`src/rtl/greedy_vertex_coloring_defines.svh`:
```
// Assertion macros shared by the greedy vertex coloring RTL.
// No dependencies; included by files that carry concurrent assertions.
`ifndef GREEDY_VERTEX_COLORING_DEFINES_SVH
`define GREEDY_VERTEX_COLORING_DEFINES_SVH

// Same-cycle implication, disabled while reset is high.
`define GVC_ASSERT_IMPLY(label, clk, rst, ante, cons, msg) \
   label: assert property (@(posedge clk) disable iff (rst) (ante) |-> (cons)) \
      else $error(msg);

// Next-cycle implication, disabled while reset is high.
`define GVC_ASSERT_NEXT(label, clk, rst, ante, cons, msg) \
   label: assert property (@(posedge clk) disable iff (rst) (ante) |=> (cons)) \
      else $error(msg);

`endif

```
`src/rtl/gvc_pkg.sv`:
```
// Types, constants and helper functions of the greedy vertex coloring block.
// No dependencies; imported by greedy_vertex_coloring, gvc_rsp_queue and the testbench.
`default_nettype none

package gvc_pkg;

   localparam int VERTICES   = 1024;
   localparam int MAX_DEGREE = 63;
   localparam int NUM_COLORS = 64;

   localparam int VID_W   = 10;
   localparam int COLOR_W = 7;
   localparam int VTX_AW  = $clog2(VERTICES);
   localparam int EXT_W   = ((VTX_AW > VID_W) ? VTX_AW : VID_W) + 1;

   localparam logic OP_NEIGHBOR = 1'b0;
   localparam logic OP_CLEAR    = 1'b1;

   typedef struct packed {
      logic             op;
      logic [VID_W-1:0] vertex_id;
      logic [VID_W-1:0] neighbor_id;
      logic             has_neighbor;
      logic             last_neighbor;
   } req_type;

   typedef struct packed {
      logic [VID_W-1:0]   colored_vertex;
      logic [COLOR_W-1:0] chosen_color;
      logic [COLOR_W-1:0] colors_used;
      logic               overflow;
   } rsp_type;

   typedef enum logic {
      ST_RUN,
      ST_CLEAR
   } state_type;

   // True when the id names an entry of the color store.
   function automatic logic id_in_range(input logic [VID_W-1:0] id);
      return EXT_W'(id) < EXT_W'(VERTICES);
   endfunction

   function automatic logic [VTX_AW-1:0] id_addr(input logic [VID_W-1:0] id);
      logic [EXT_W-1:0] ext;
      ext = EXT_W'(id);
      return ext[VTX_AW-1:0];
   endfunction

   // One-hot mask bit of a color; color 0 (uncolored) marks nothing.
   function automatic logic [NUM_COLORS-1:0] color_bit(input logic [COLOR_W-1:0] c);
      logic [NUM_COLORS-1:0] m;
      for (int k = 0; k < NUM_COLORS; k++) begin
         m[k] = (c == COLOR_W'(k + 1));
      end
      return m;
   endfunction

   // Smallest color whose mask bit is clear; 0 when all are taken.
   function automatic logic [COLOR_W-1:0] first_free(input logic [NUM_COLORS-1:0] mask);
      logic [COLOR_W-1:0] res;
      res = '0;
      for (int k = NUM_COLORS - 1; k >= 0; k--) begin
         if (!mask[k]) begin
            res = COLOR_W'(k + 1);
         end
      end
      return res;
   endfunction

endpackage

`default_nettype wire

```
`src/rtl/gvc_rsp_queue.sv`:
```
// Two-entry result queue that parts the coloring pipeline from the consumer.
// Depends on gvc_pkg for the result type.
`default_nettype none

module gvc_rsp_queue
   import gvc_pkg::*;
(
   input  wire logic    clock,
   input  wire logic    reset,
   input  wire logic    push,
   input  wire rsp_type push_data,
   input  wire logic    pop,
   output logic         head_valid,
   output rsp_type      head_data,
   output logic [1:0]   level
);

   rsp_type    q0_ff, q0_in;
   rsp_type    q1_ff, q1_in;
   logic [1:0] level_ff, level_in;

   always_comb begin
      q0_in    = q0_ff;
      q1_in    = q1_ff;
      level_in = level_ff - {1'b0, pop} + {1'b0, push};
      unique case ({push, pop})
         2'b10: begin
            if (level_ff == 2'd0) begin
               q0_in = push_data;
            end else begin
               q1_in = push_data;
            end
         end
         2'b01: begin
            q0_in = q1_ff;
         end
         2'b11: begin
            // shift the head out and append behind whatever remains
            if (level_ff == 2'd1) begin
               q0_in = push_data;
            end else begin
               q0_in = q1_ff;
               q1_in = push_data;
            end
         end
         default: begin
         end
      endcase
   end

   always_ff @(posedge clock) begin
      if (reset) begin
         level_ff <= 2'd0;
      end else begin
         level_ff <= level_in;
      end
      q0_ff <= q0_in;
      q1_ff <= q1_in;
   end

   assign head_valid = (level_ff != 2'd0);
   assign head_data  = q0_ff;
   assign level      = level_ff;

endmodule

`default_nettype wire

```
`config.mk`:
```
export PLATFORM = sky130hd
export DESIGN_NAME = gvc_rsp_queue
export DESIGN_NICKNAME = d
export VERILOG_FILES = /design/src/rtl/greedy_vertex_coloring_defines.svh /design/src/rtl/gvc_pkg.sv /design/src/rtl/gvc_rsp_queue.sv
export SDC_FILE = /design/constraint.sdc
export NUM_CORES = 1
export LEC_CHECK = 0
export ABC_AREA = 1
export BUFFER_PORTS_ARGS = -buffer_cell sky130_fd_sc_hd__buf_2
export CORE_UTILIZATION = 50
export DETAILED_ROUTE_END_ITERATION = 12
export GPL_TIMING_DRIVEN = 0
export PLACE_DENSITY = 0.74
export SYNTH_ARGS = -nofsm -noshare
export SYNTH_HDL_FRONTEND = slang
export SYNTH_SLANG_ARGS = --single-unit
```
`constraint.sdc`:
```
create_clock -name clock -period 3 [get_ports clock]
set_input_delay 0.9 -clock clock [delete_from_list [all_inputs] [get_ports clock]]
set_output_delay 0.9 -clock clock [all_outputs]
set_load 0.03 [all_outputs]
```
[Word-level counts from Yosys, hierarchy flattened]
Index checks and enable logic that the tools add are counted.
Word-level totals
  register bits: 52
  bits of input ports: 29
  output and inout bits: 28
  logic and storage cells: 30
Operators by class
  add/sub/neg operators: 2
  eq/ne operators: 7
  mux-type cells: 6
  reduce and logical (&&, ||, !) cells: 6
Operators by type and width (count)
  $mux W25: 4
  $pmux W25 S3: 1
  $pmux W25 S2: 1
  $ne A2 B2 Y1 const B: 3
  $eq A2 B1 Y1 const B: 2
  $eq A2 B2 Y1 const B: 2
  $reduce_bool A2 Y1: 2
  $reduce_and A3 Y1: 1
  $reduce_bool A3 Y1: 1
  $add A2 B1 Y2: 1
  $logic_not A2 Y1: 1
  $reduce_and A2 Y1: 1
  $sub A2 B1 Y2: 1

[Logic depth before layout (Yosys ltp)]
  depth in word-level cells: 3
  depth in mapped cells: 9
  mapped depth without buffers: 9

[Worst setup path before layout]
OpenSTA, ideal clock, no wires.
  path type: input -> register
  start: input pop
  end: register q1_ff[0] (netlist bit), enable pin
  setup time: 407 ps
  arrival time: 2245 ps
  required time: 2593 ps
  path slack: 348 ps
  stages on the path: 4
  buffers on the path: 1
  cell sequence: buf_4 nand3_1 nand2_1 nor2_1
Between the ends
  cells in the longest elaborated chain, start to end: 3
  elaborated cells between the ends (all ways): 6
  classes of those cells: eq/ne (4); reduce/logical (2)
Ends and longest elaborated chain
  start, declared: RTL line gvc_rsp_queue.sv:12  | input wire logic pop,
  $eq A2 B2 Y1: RTL line gvc_rsp_queue.sv:26  | unique case ({push, pop})
  $ne A2 B2 Y1 (no source line) / $reduce_bool A2 Y1 (equally long branches)
  $reduce_and A3 Y1 (no source line) (*)
  end signal, assigned: RTL line gvc_rsp_queue.sv:58  | q1_ff <= q1_in;
  end, declared: RTL line gvc_rsp_queue.sv:19  | rsp_type q1_ff, q1_in;
Mark *: on every way between the ends. The rest lies on a longest branch, timed or not.
A chain may end at the register's enable or synchronous reset.

[Final worst setup path]
  start: input pop
  end: register q1_ff[1] (netlist bit), enable pin
The elaborated chain is that of the path after synthesis.

==> flow_metrics.py <==
metrics = {
    "critical_path": {
        "required_ns": 3.01,
        "critPathArrivalTime_ns": 2.11,
        "cp-start-kind": "primary input",
        "reg2reg_setup_slack_ns": 1.27,
        "crit_path_max_fanout": 13,
        "worstSetupEndpointType": "register",
        "crit_type": "primary input to register",
        "crit_path_start": "pop",
        "timing.rr.start": "level[0]",
    },
    "detailed_routing": {
        "routed_via_density": 4.90,
        "drtAntennaViolNets": 0,
        "vias": 1328,
        "drc": 0,
        "totalWireLength_um": 3520,
        "first_pass_iters": 4,
        "drt_iter0_drc": 93,
        "routedWlPerCell_um": 13.0,
    },
    "layout": {
        "nNetsFinal": 253,
        "fillers": 301,
        "final_cells": 271,
        "drive_gt1_share_pct": 33.6,
        "design_area_um2": 2490,
        "n_antenna_cell": 0,
        "regArea_um2": 1540,
        "multiInputGateArea_um2": 427,
        "area_delta_synth_final_pct": 21.6,
    },
    "global_route": {
        "grt-ovfl-total": 0,
        "grt_pass1_vias": 1294,
        "grt_pass1_wl_um": 5710,
        "groute.usage.overall_pct": 18.0,
        "grt_max_degree": 26,
        "antenna_found_initial": 0,
    },
    "floorplanning": {
        "dieHeight_um": 66.0,
        "start_util_pct": 53.9,
        "die-area_um2": 4350,
        "fp.dieW_um": 66.0,
        "core_um2": 3800,
        "placementRows": 22,
        "ioPinCount": 57,
    },
    "placement": {
        "place_congestion": 0.794,
        "hpwl_um": 2420,
        "placed_cell_area_um2": 2400,
        "io_buffers": 56,
        "dp_cells": 263,
        "dp_worst_setup_slack_ns": 0.570,
    },
    "cts": {
        "htree_levels": 2,
        "postCtsSetupBuffers": 0,
        "root_buffer": "clkbuf_8",
        "clk_pin_slew_ns": 0.09,
        "cts_resized": 0,
        "tritoncts": "built",
        "clock_latency_ns": 0.30,
        "cts_hold_buffers": 0,
        "cts_buffer_depth": 2,
        "cts_buffers": 5,
        "cts_sinks": 52,
    },
    "worst_hold_path": {
        "hp-class": "register to register",
        "hold_start": "q1_ff[7]",
    },
    "timing": {
        "max-slew-margin-rel_pct": 55.2,
        "fin_skew_ns": 0.00717,
        "tightest_slew_ns": 0.672,
        "setup_slack_ns": 0.896,
        "slew_violations": 0,
        "timing.fmax_ghz": 0.475,
        "finalCriticalPeriod_ns": 2.10,
        "rsz0062_at_grt": "no",
        "setup_violations": 0,
        "tns_ns": 0,
        "post-route-period-util_pct": 70.1,
        "hold_viol": 0,
    },
    "power_and_ir_drop": {
        "powerDensity_nw_per_um2": 654,
        "ir_worst_vdd_mv": 0.409,
        "p_leak_nw": 1.11,
    },
    "logic_synthesis": {
        "synthTopCellsByArea": "edfxtp_1, nand2_1, nand3_1",
        "synth_top_cell_by_area": "edfxtp_1",
        "synth.distinct_cells": 15,
        "yosys_register_bits": 52,
        "synth.avg_cell_area_um2": 13.0,
        "netlist_area_um2": 2050,
        "synth_top_area_share_pct": 73.3,
        "syn_inst": 158,
        "ys_seq_area_share_pct": 75.3,
        "synth_fp_nets": 189,
        "yosysWarnings": 0,
    },
    "run": {
        "maxCapViolCount": 0,
    },
    "status": {
        "outcome": "finished, final reports clean",
    },
}
## report_power, final
group	switching (mW)	total [mW]	internal, mW	leakage [nW]
clock network	0.213	0.375	0.162	0.0388
registers	0.0216	0.922	0.900	0.509
logic	0.235	0.331	0.0962	0.563
## metal layers
layer	track usage, %	vias up	wire [um]
met5	0	-	0
met1	22.0	596	1590
met3	3.45	7	211
li1	-	674	-
met2	30.7	51	1660
met4	7.98	0	52
## final timing paths
check	endpoint	cells past startpoint
max	q1_ff[1]	6
max reg2reg	q1_ff[1]	5
min	head_data[7]	2
min reg2reg	head_data[7]	2
## cell type report
class	count	area share, %
clock inverters	2	0.452
repair buffers	57	11.9
well taps	48	2.41
plain buffers	7	2.21
flip-flops and latches	52	61.9
inverters	7	1.06
multi-input cells	92	17.1
clock buffers	6	2.92
## sequential cells by signal, summed over array words and instances, names as in the netlist
register / flops
head_data: 25
level: 2
q1_ff: 25
## kinds of logic (layout without fill, tap and decap cells)
logic type                 Yosys count  after routing  share of synthesized area (%)
DFF                                 52             52                           75.3
buffers and inverters               14             79                           3.97
AOI/OAI and AO/OA                    2              2                          0.672
and+or+nand+nor                     88             88                           18.8
adders and majority gates            2              2                           1.22
## cell usage after synthesis
library cell  instances
nand3_1              27
a31o_2                1
buf_4                 3
nand3_4               1
nor2_1                4
nand2_1              55
inv_1                 6
inv_2                 1
ha_1                  2
edfxtp_1             50
a21oi_1               1
nand2_4               1
dfxtp_1               2
buf_6                 2
buf_2                 2
## critical path: stages
cell     delay [ns]
buf_2          0.13
buf_4          0.17
nand3_1        0.09
nand2_1        0.06
nor2_2         0.52
buf_8          0.24
## placed cells by master, fill, tap and decap left out, drive strengths merged
cell type  netlist  final
ha               2      2
nand2           56     56
buf              7     64
clkinv           0      1
nor2             4      4
a21oi            1      1
edfxtp          50     50
inv              7      7
clkinvlp         0      1
dfxtp            2      2
nand3           28     28
clkbuf           0      6
a31o             1      1
## stage by stage
stage / util [%] / total power [mW] / hold slack (ns)
after detailed placement: 63.3 / 1.27 / 0.532
after global placement: 62.8 / 1.26 / 0.526
after CTS: 65.5 / 1.64 / 0.545
after floorplan: - / 1.17 / 0.521
after global routing: 65.5 / 1.70 / 0.565
final: 65.5 / 1.63 / 0.550
Power figures use the tool's default switching activity.
