## config.mk

```make
export PLATFORM = sky130hd
export DESIGN_NAME = gvc_ram
export DESIGN_NICKNAME = d
export VERILOG_FILES = /design/src/rtl/greedy_vertex_coloring_defines.svh /design/src/rtl/gvc_ram.sv
export SDC_FILE = /design/constraint.sdc
export NUM_CORES = 1
export LEC_CHECK = 0
export BUFFER_PORTS_ARGS = -buffer_cell sky130_fd_sc_hd__buf_4
export CORE_ASPECT_RATIO = 1.4
export CORE_UTILIZATION = 50
export CTS_CLUSTER_SIZE = 16
export DETAILED_ROUTE_END_ITERATION = 7
export HOLD_SLACK_MARGIN = 0.08
export MAX_ROUTING_LAYER = met4
export PLACE_DENSITY = 0.76
export SLEW_MARGIN = 0
export SYNTH_ARGS = -nofsm -noshare
export SYNTH_HDL_FRONTEND = slang
export SYNTH_SLANG_ARGS = --single-unit
export TNS_END_PERCENT = 1
```

## constraint.sdc

```tcl
create_clock -name clock -period 1.7 [get_ports clock]
set_input_delay 0.255 -clock clock [delete_from_list [all_inputs] [get_ports clock]]
set_output_delay 0.255 -clock clock [all_outputs]
set_load 0.03 [all_outputs]
```

## src/rtl/greedy_vertex_coloring_defines.svh

```systemverilog
// Assertion macros shared by the greedy vertex coloring RTL.
// No dependencies; included by files that carry concurrent assertions.
`ifndef GREEDY_VERTEX_COLORING_DEFINES_SVH
`define GREEDY_VERTEX_COLORING_DEFINES_SVH

// Same-cycle implication, disabled while reset is high.
`define GVC_ASSERT_IMPLY(label, clk, rst, ante, cons, msg) \
   label: assert property (@(posedge clk) disable iff (rst) (ante) |-> (cons)) \
      else $error(msg);

// Next-cycle implication, disabled while reset is high.
`define GVC_ASSERT_NEXT(label, clk, rst, ante, cons, msg) \
   label: assert property (@(posedge clk) disable iff (rst) (ante) |=> (cons)) \
      else $error(msg);

`endif

```

## src/rtl/gvc_ram.sv

```systemverilog
// Generic single-write, single-read RAM with a registered read port.
// No dependencies.
`default_nettype none

module gvc_ram #(
   parameter int WIDTH = 8,
   parameter int DEPTH = 16
) (
   input  wire logic                     clock,
   input  wire logic                     wr_en,
   input  wire logic [$clog2(DEPTH)-1:0] wr_addr,
   input  wire logic [WIDTH-1:0]         wr_data,
   input  wire logic                     rd_en,
   input  wire logic [$clog2(DEPTH)-1:0] rd_addr,
   output logic      [WIDTH-1:0]         rd_data
);

   logic [WIDTH-1:0] mem_ff [DEPTH];
   logic [WIDTH-1:0] rd_data_ff;

   always_ff @(posedge clock) begin
      if (wr_en) begin
         mem_ff[wr_addr] <= wr_data;
      end
      if (rd_en) begin
         rd_data_ff <= mem_ff[rd_addr];
      end
   end

   assign rd_data = rd_data_ff;

endmodule

`default_nettype wire

```

### Yosys cells after proc, flatten, opt, wreduce, memory -nomap -nowiden

Memory sizes are Yosys's and may differ from the RTL's. A register that Yosys moved wholly into a read port is not among the register bits.
Index checks and enable logic that the tools add are counted.

* register bits: 0
* bits in writable memories: 128
* memories kept: 1

* multiplexer cells: 2

Memories
* mem_ff: words 16, width 8, read ports 1, clocked after Yosys merged registers in 1, write ports 1, line gvc_ram.sv:18 `logic [WIDTH-1:0] mem_ff [DEPTH];`

Operators with widths (number)
* $mux W1: 2

### Longest topological paths before layout

Gate-level depths: netlist (run 1).

* word-level depth: 2
* gate-level depth with buffers: 5
* depth with buffers taken out: 3

### Least setup slack after synthesis (run 1)

Ideal clock, no wire load.

* path kind: in2reg
* start point: input wr_addr[2]
* end point: memory mem_ff[0][0] (enable)
* required time: 1317 ps
* library setup time: 383 ps
* slack: -48 ps
* stages on the path: 2
* data arrival time: 1365 ps
* cell sequence: or3b_2 nor3_1

RTL lines
* start: declaration: line gvc_ram.sv:11 `input wire logic [$clog2(DEPTH)-1:0] wr_addr,`
* end: declaration: line gvc_ram.sv:18

Straight into the memory's write port.

==> impl_metrics.toml, run 1 <==
[grt]
gr-total-overflow = 0
antenna_found_initial = 0
grt_pass1_vias = 2736
grt_usage_pct = 22.0
grt_max_degree = 24
grt_pass1_wl_um = 15500

[hold_path]
hold_path_class = "primary input to register"
whs_endpoint = "mem_ff[5][6]"
holdPathStages = 1
min_from = "wr_data[6]"

[floorplan]
die_area_mm2 = 0.0109
start_util_pct = 52.0
core_area_mm2 = 0.0101
die_y_um = 123
pin_count = 27
die_x_um = 88.4
num_rows = 43

[timing]
fin_skew_ps = 8.39
rsz0062_at_grt = "false"
worst_slew_pin_slew_ps = 399
slew_violations = 0
max_slew_margin_pct = 73.4
fin_ws_ps = 127
max_freq_ghz = 0.636
hold_viol = 0
post-route-period-util_pct = 92.5
period_needed_ps = 1570
setup-violations-final = 0

[synth]
synth-xor-area-share_pct = 0
yosys.area_share.simple_pct = 3.14
ys_ff_latch = 136
synth_cells = 229
ys_types = 18
synth_nets = 248
synth_top_family_by_area = "multiplexers"
syn_area_per_cell_um2 = 22.8
ys_seq_area_share_pct = 78.1
synth_fa_ha_area_share_pct = 0
synth_compound_area_share_pct = 2.30
synthMuxAreaShare_pct = 14.8
yosysWarningCount = 0
syn_area_mm2 = 0.00523

[cts]
cts_made_buffers = 17
cts_setup_buffers = 0
clkTransAtPathRegs_ps = 60
clockBufferDepth = 2
ctsHtreeMaxLevel = 4
clock-sinks = 136
clock-root-buffer = "clkbuf_16"
holdBufCountCts = 0
clk_latency_ps = 410
tritoncts = "done"
cts_resized = 0

[status]
outcome = "complete, no violations"

[critical_path]
crit_family = "multiplexers"
crit_arrival_ps = 1730
start_kind = "register"
critPathLaunch = "mem_ff[2][1]"
max_stage_delay_ps = 530
crit_path_max_fanout = 1
crit_buf_inv = 0
reg2reg_slack_ps = 130
end_kind = "register"
r2r-end = "rd_data[1]"
crit_type = "register to register"
worst-r2r-cell-count = 3
worstPathRequired_ps = 1850
path_cells = "mux4_1 -> a22oi_1 -> nand2_1"
slowest_stage = "mux4_1"
worstReg2RegStart = "mem_ff[2][1]"

[cells_and_area]
fin_area_mm2 = 0.00636
layout.nets = 313
multi_input_area_mm2 = 0.00106
fin_cells = 441
drive_gt1_share_pct = 34.3
area_growth_pct = 21.6
seq_area_mm2 = 0.00408
diodes = 0
fill_cells = 658

[placed_design]
place_hpwl_um = 6310
post_dp_cell_area_mm2 = 0.00577
dp_cells = 410
place.gp.congestion = 0.792
place_ws_ps = -60.4
io_buffers = 26

[power]
irDropWorstVdd_v = 0.000782
powerDensity_mw_per_mm2 = 1230
power_w = 0.00780
p_leak_nw = 2.18

[route]
wl_um = 10100
via_count = 2561
drt_pre_antenna_iters = 4
route.detailed.drc = 0
wl_per_cell_um = 23.0
viasPerCell = 5.81
drtIter0Drc = 227
ant_nets = 0

[flow_run]
maxCapViolations = 0
[power breakdown]
part           internal [W]  switching [W]  leakage [nW]
sequential          0.00378      0.0000213          1.24
combinational      0.000183       0.000231         0.668
clock               0.00229        0.00129         0.275
[flip-flops by register name (all words and copies together), names as in the netlist]
signal,flops
rd_data,8
mem_ff,128
[logic make-up (layout without fill, tap and decap cells)]
group           after synthesis  count (layout)
buf+inv                      10              87
simple gates                 35              35
mux                          32              32
flops                       136             136
compound gates               16              16
[layout by cell type (no fill, tap or decap), drive strengths merged, types with 3 or more instances in the layout]
cell type,instances
nor3,4
buf,56
nor2,13
nand2,9
a22oi,16
clkinv,4
clkbuf,19
bufinv,3
mux4,32
clkinvlp,4
edfxtp,136
[synth_stat cells (all sizes together)]
| master | count | area (µm²) |
|---|---|---|
| nand3 | 1 | 5.00 |
| nor3 | 4 | 20.0 |
| or3b | 1 | 8.76 |
| a22oi | 16 | 120 |
| and2 | 1 | 6.26 |
| nand2 | 9 | 33.8 |
| mux4 | 32 | 773 |
| nand2b | 2 | 12.5 |
| and2b | 1 | 7.51 |
| nor2b | 1 | 6.26 |
| nor2 | 13 | 48.8 |
| nand3b | 2 | 15.0 |
| clkdlybuf4s25 | 3 | 30.0 |
| buf | 7 | 56.3 |
| edfxtp | 136 | 4080 |
[metal layers]
metal / share of wire, % / track usage (%) / wire [µm]
met4: 2.4 / 11.9 / 244
met2: 52 / 34.0 / 5280
met3: 8.0 / 5.87 / 815
met1: 37 / 26.3 / 3790
met5: 0 / - / 0
[area by class of cell]
class,count,area share (%)
Clock inverter,12,2.40
Timing Repair Buffer,56,7.20
Sequential cell,136,64.2
Multi-Input combinational cell,83,16.7
Clock buffer,19,6.81
Tap cell,135,2.66
[worst max-delay path by stage]
| stage | slack [ps] | to | cells past startpoint |
|---|---|---|---|
| 6_report | 130 | rd_data[1] | 3 |
| 2_1_floorplan | 160 | rd_data[1] | 5 |
| 3_3_place_gp | -50 | rd_data[1] | 5 |
| 3_5_place_dp | -60 | rd_data[1] | 5 |
| 5_1_grt | 100 | rd_data[1] | 3 |
| 4_1_cts | 140 | rd_data[1] | 3 |
[stage by stage]
step	utilization, %	TNS, ps	hold WS (ps)
4_1_cts	63.2	0	139
3_5_place_dp	57.4	-143	572
3_3_place_gp	57.4	-105	560
5_1_grt	63.2	0	153
6_report	63.2	0	154
2_1_floorplan	-	0	354
Note: power is estimated with default switching activity, not from simulation.
==> run 2: changes to the inputs <==
--- a/config.mk
+++ b/config.mk
@@ -12,7 +12,7 @@
 export DETAILED_ROUTE_END_ITERATION = 7
 export HOLD_SLACK_MARGIN = 0.08
 export MAX_ROUTING_LAYER = met4
-export PLACE_DENSITY = 0.76
+export PLACE_DENSITY = 0.72
 export SLEW_MARGIN = 0
 export SYNTH_ARGS = -nofsm -noshare
 export SYNTH_HDL_FRONTEND = slang
==> run 2 against run 1 <==
  * Utilization is 0.16 points higher
  * Global-route usage decreased by 0.50 points
  * Worst hold slack got worse by 6.8 ps
  * Fmax is 4.2% higher
  * Cell area grew 0.26%
  * First-iteration DRC count down 19%
  * Sequential power about the same
  * Clock-buffer cell count decreased by 1
  * Combinational power down 1%
  * Critical endpoint is now rd_data[5]
  * Largest power group unchanged
==> impl_metrics.toml, run 2 (synthesis gave the netlist of run 1 again) <==
[status]
outcome = "complete, no violations"

[cells_and_area]
finish.utilization_pct = 63.4
fin_area_mm2 = 0.00637
regMostFlops = "mem_ff"
largest_reg_flops = 128
area_growth_pct = 21.9
drive_gt1_share_pct = 33.3
layout.nets = 312
final_cell_mix = "edfxtp_1 (136), buf_4 (52), mux4_2 (18)"
diodes = 0
final_common_cell = "edfxtp_1"

[timing]
post-route-period-util_pct = 88.8
hold_viol = 0
max_freq_ghz = 0.663
fin_skew_ps = 6.30
max_slew_margin_pct = 69.6
period_needed_ps = 1510
slew_violations = 0
rsz0062_at_grt = "false"
setup-violations-final = 0
worst_slew_pin_slew_ps = 456
fin_ws_ps = 191

[placed_design]
place.gp.congestion = 0.793
post_dp_cell_area_mm2 = 0.00577
place_ws_ps = -87.9
place_hpwl_um = 6510
io_buffers = 26

[grt]
grt_pass1_vias = 2597
met3_usage_pct = 4.14
met2_usage_pct = 34.6
gr-total-overflow = 0
busiest_layer = "met2"
antenna_found_initial = 0
grt_max_degree = 20
grt_pass1_wl_um = 15200
use_met1_pct = 26.3
grt_usage_pct = 21.5

[floorplan]
num_rows = 43
pin_count = 27
start_util_pct = 52.0
die_area_mm2 = 0.0109
core_area_mm2 = 0.0101
die_x_um = 88.4
die_y_um = 123

[cts]
cts_setup_buffers = 0
clock-root-buffer = "clkbuf_16"
holdBufCountCts = 0
cts_resized = 0
clkTransAtPathRegs_ps = 50
clockBufferDepth = 2
tritoncts = "done"
clock-sinks = 136
cts_made_buffers = 17
ctsHtreeMaxLevel = 4
clk_latency_ps = 410

[route]
drt_pre_antenna_iters = 4
viasPerCell = 5.74
wl_um = 10000
ant_nets = 0
via_count = 2531
route.detailed.drc = 0
drtIter0Drc = 184
wl_per_cell_um = 22.7

[critical_path]
crit_path_max_fanout = 1
crit_type = "register to register"
crit_arrival_ps = 1660
worstPathRequired_ps = 1850
path_cells = "mux4_1 -> a22oi_1 -> nand2_1"
end_kind = "register"
slowest_stage = "mux4_1"
max_stage_delay_ps = 520
start_kind = "register"

[power]
p_leak_nw = 2.19
irDropWorstVdd_v = 0.000903
powerDensity_mw_per_mm2 = 1250

[flow_run]
maxCapViolations = 0

[hold_path]
hold_path_class = "primary input to register"
==> run 2: cell count changes in the layout (fill, tap and decap cells not counted), sizes merged <==
cell      change
clkinv        +2
buf           -1
bufinv        +1
clkbuf        -1
clkinvlp      -1
==> run 2: layer usage <==
layer | vias up | routed length (µm)
met5 | - | 0
met4 | 0 | 188
met3 | 16 | 521
met2 | 91 | 5330
met1 | 1313 | 3990
li1 | 1111 | -
==> run 2: critical path: cells and delay by family, from the launching register on <==
family	cells	cell delay, ps
flip-flops	1	370
AND/OR/NAND/NOR	1	110
multiplexers	1	520
AO/OA/AOI/OAI	1	260
==> run 2: power breakdown <==
part	switching, W	leakage [nW]	internal, W
registers	0.0000215	1.24	0.00378
clock network	0.00130	0.286	0.00243
logic	0.000228	0.663	0.000181
total	0.00155	2.19	0.00639
==> run 2: area by class of cell <==
cell class | instances | area (µm²)
clock buffer | 18 | 429
clock inverter | 14 | 180
fill | 693 | 3690
multi-input combinational | 83 | 1060
sequential | 136 | 4080
tap | 135 | 169
timing repair buffer | 55 | 450
==> run 2: worst paths after layout <==
check,start,endpoint,slack [ps],cells past startpoint
setup / recovery,mem_ff[1][5],rd_data[5],190,3
hold / removal,rd_en,rd_data[4],150,1
setup reg to reg,mem_ff[1][5],rd_data[5],190,3
hold reg to reg,mem_ff[7][4],rd_data[4],750,3
==> run 2: stage by stage <==
step / total power, W / TNS (ps) / hold WS (ps) / cells
CTS: 0.00799 / 0 / 141 / 441
detailed placement: 0.00428 / -144 / 574 / 409
floorplan: 0.00409 / 0 / 354 / 229
global route: 0.00815 / 0 / 154 / 441
finish: 0.00794 / 0 / 147 / 441
global placement: 0.00427 / -176 / 555 / 409
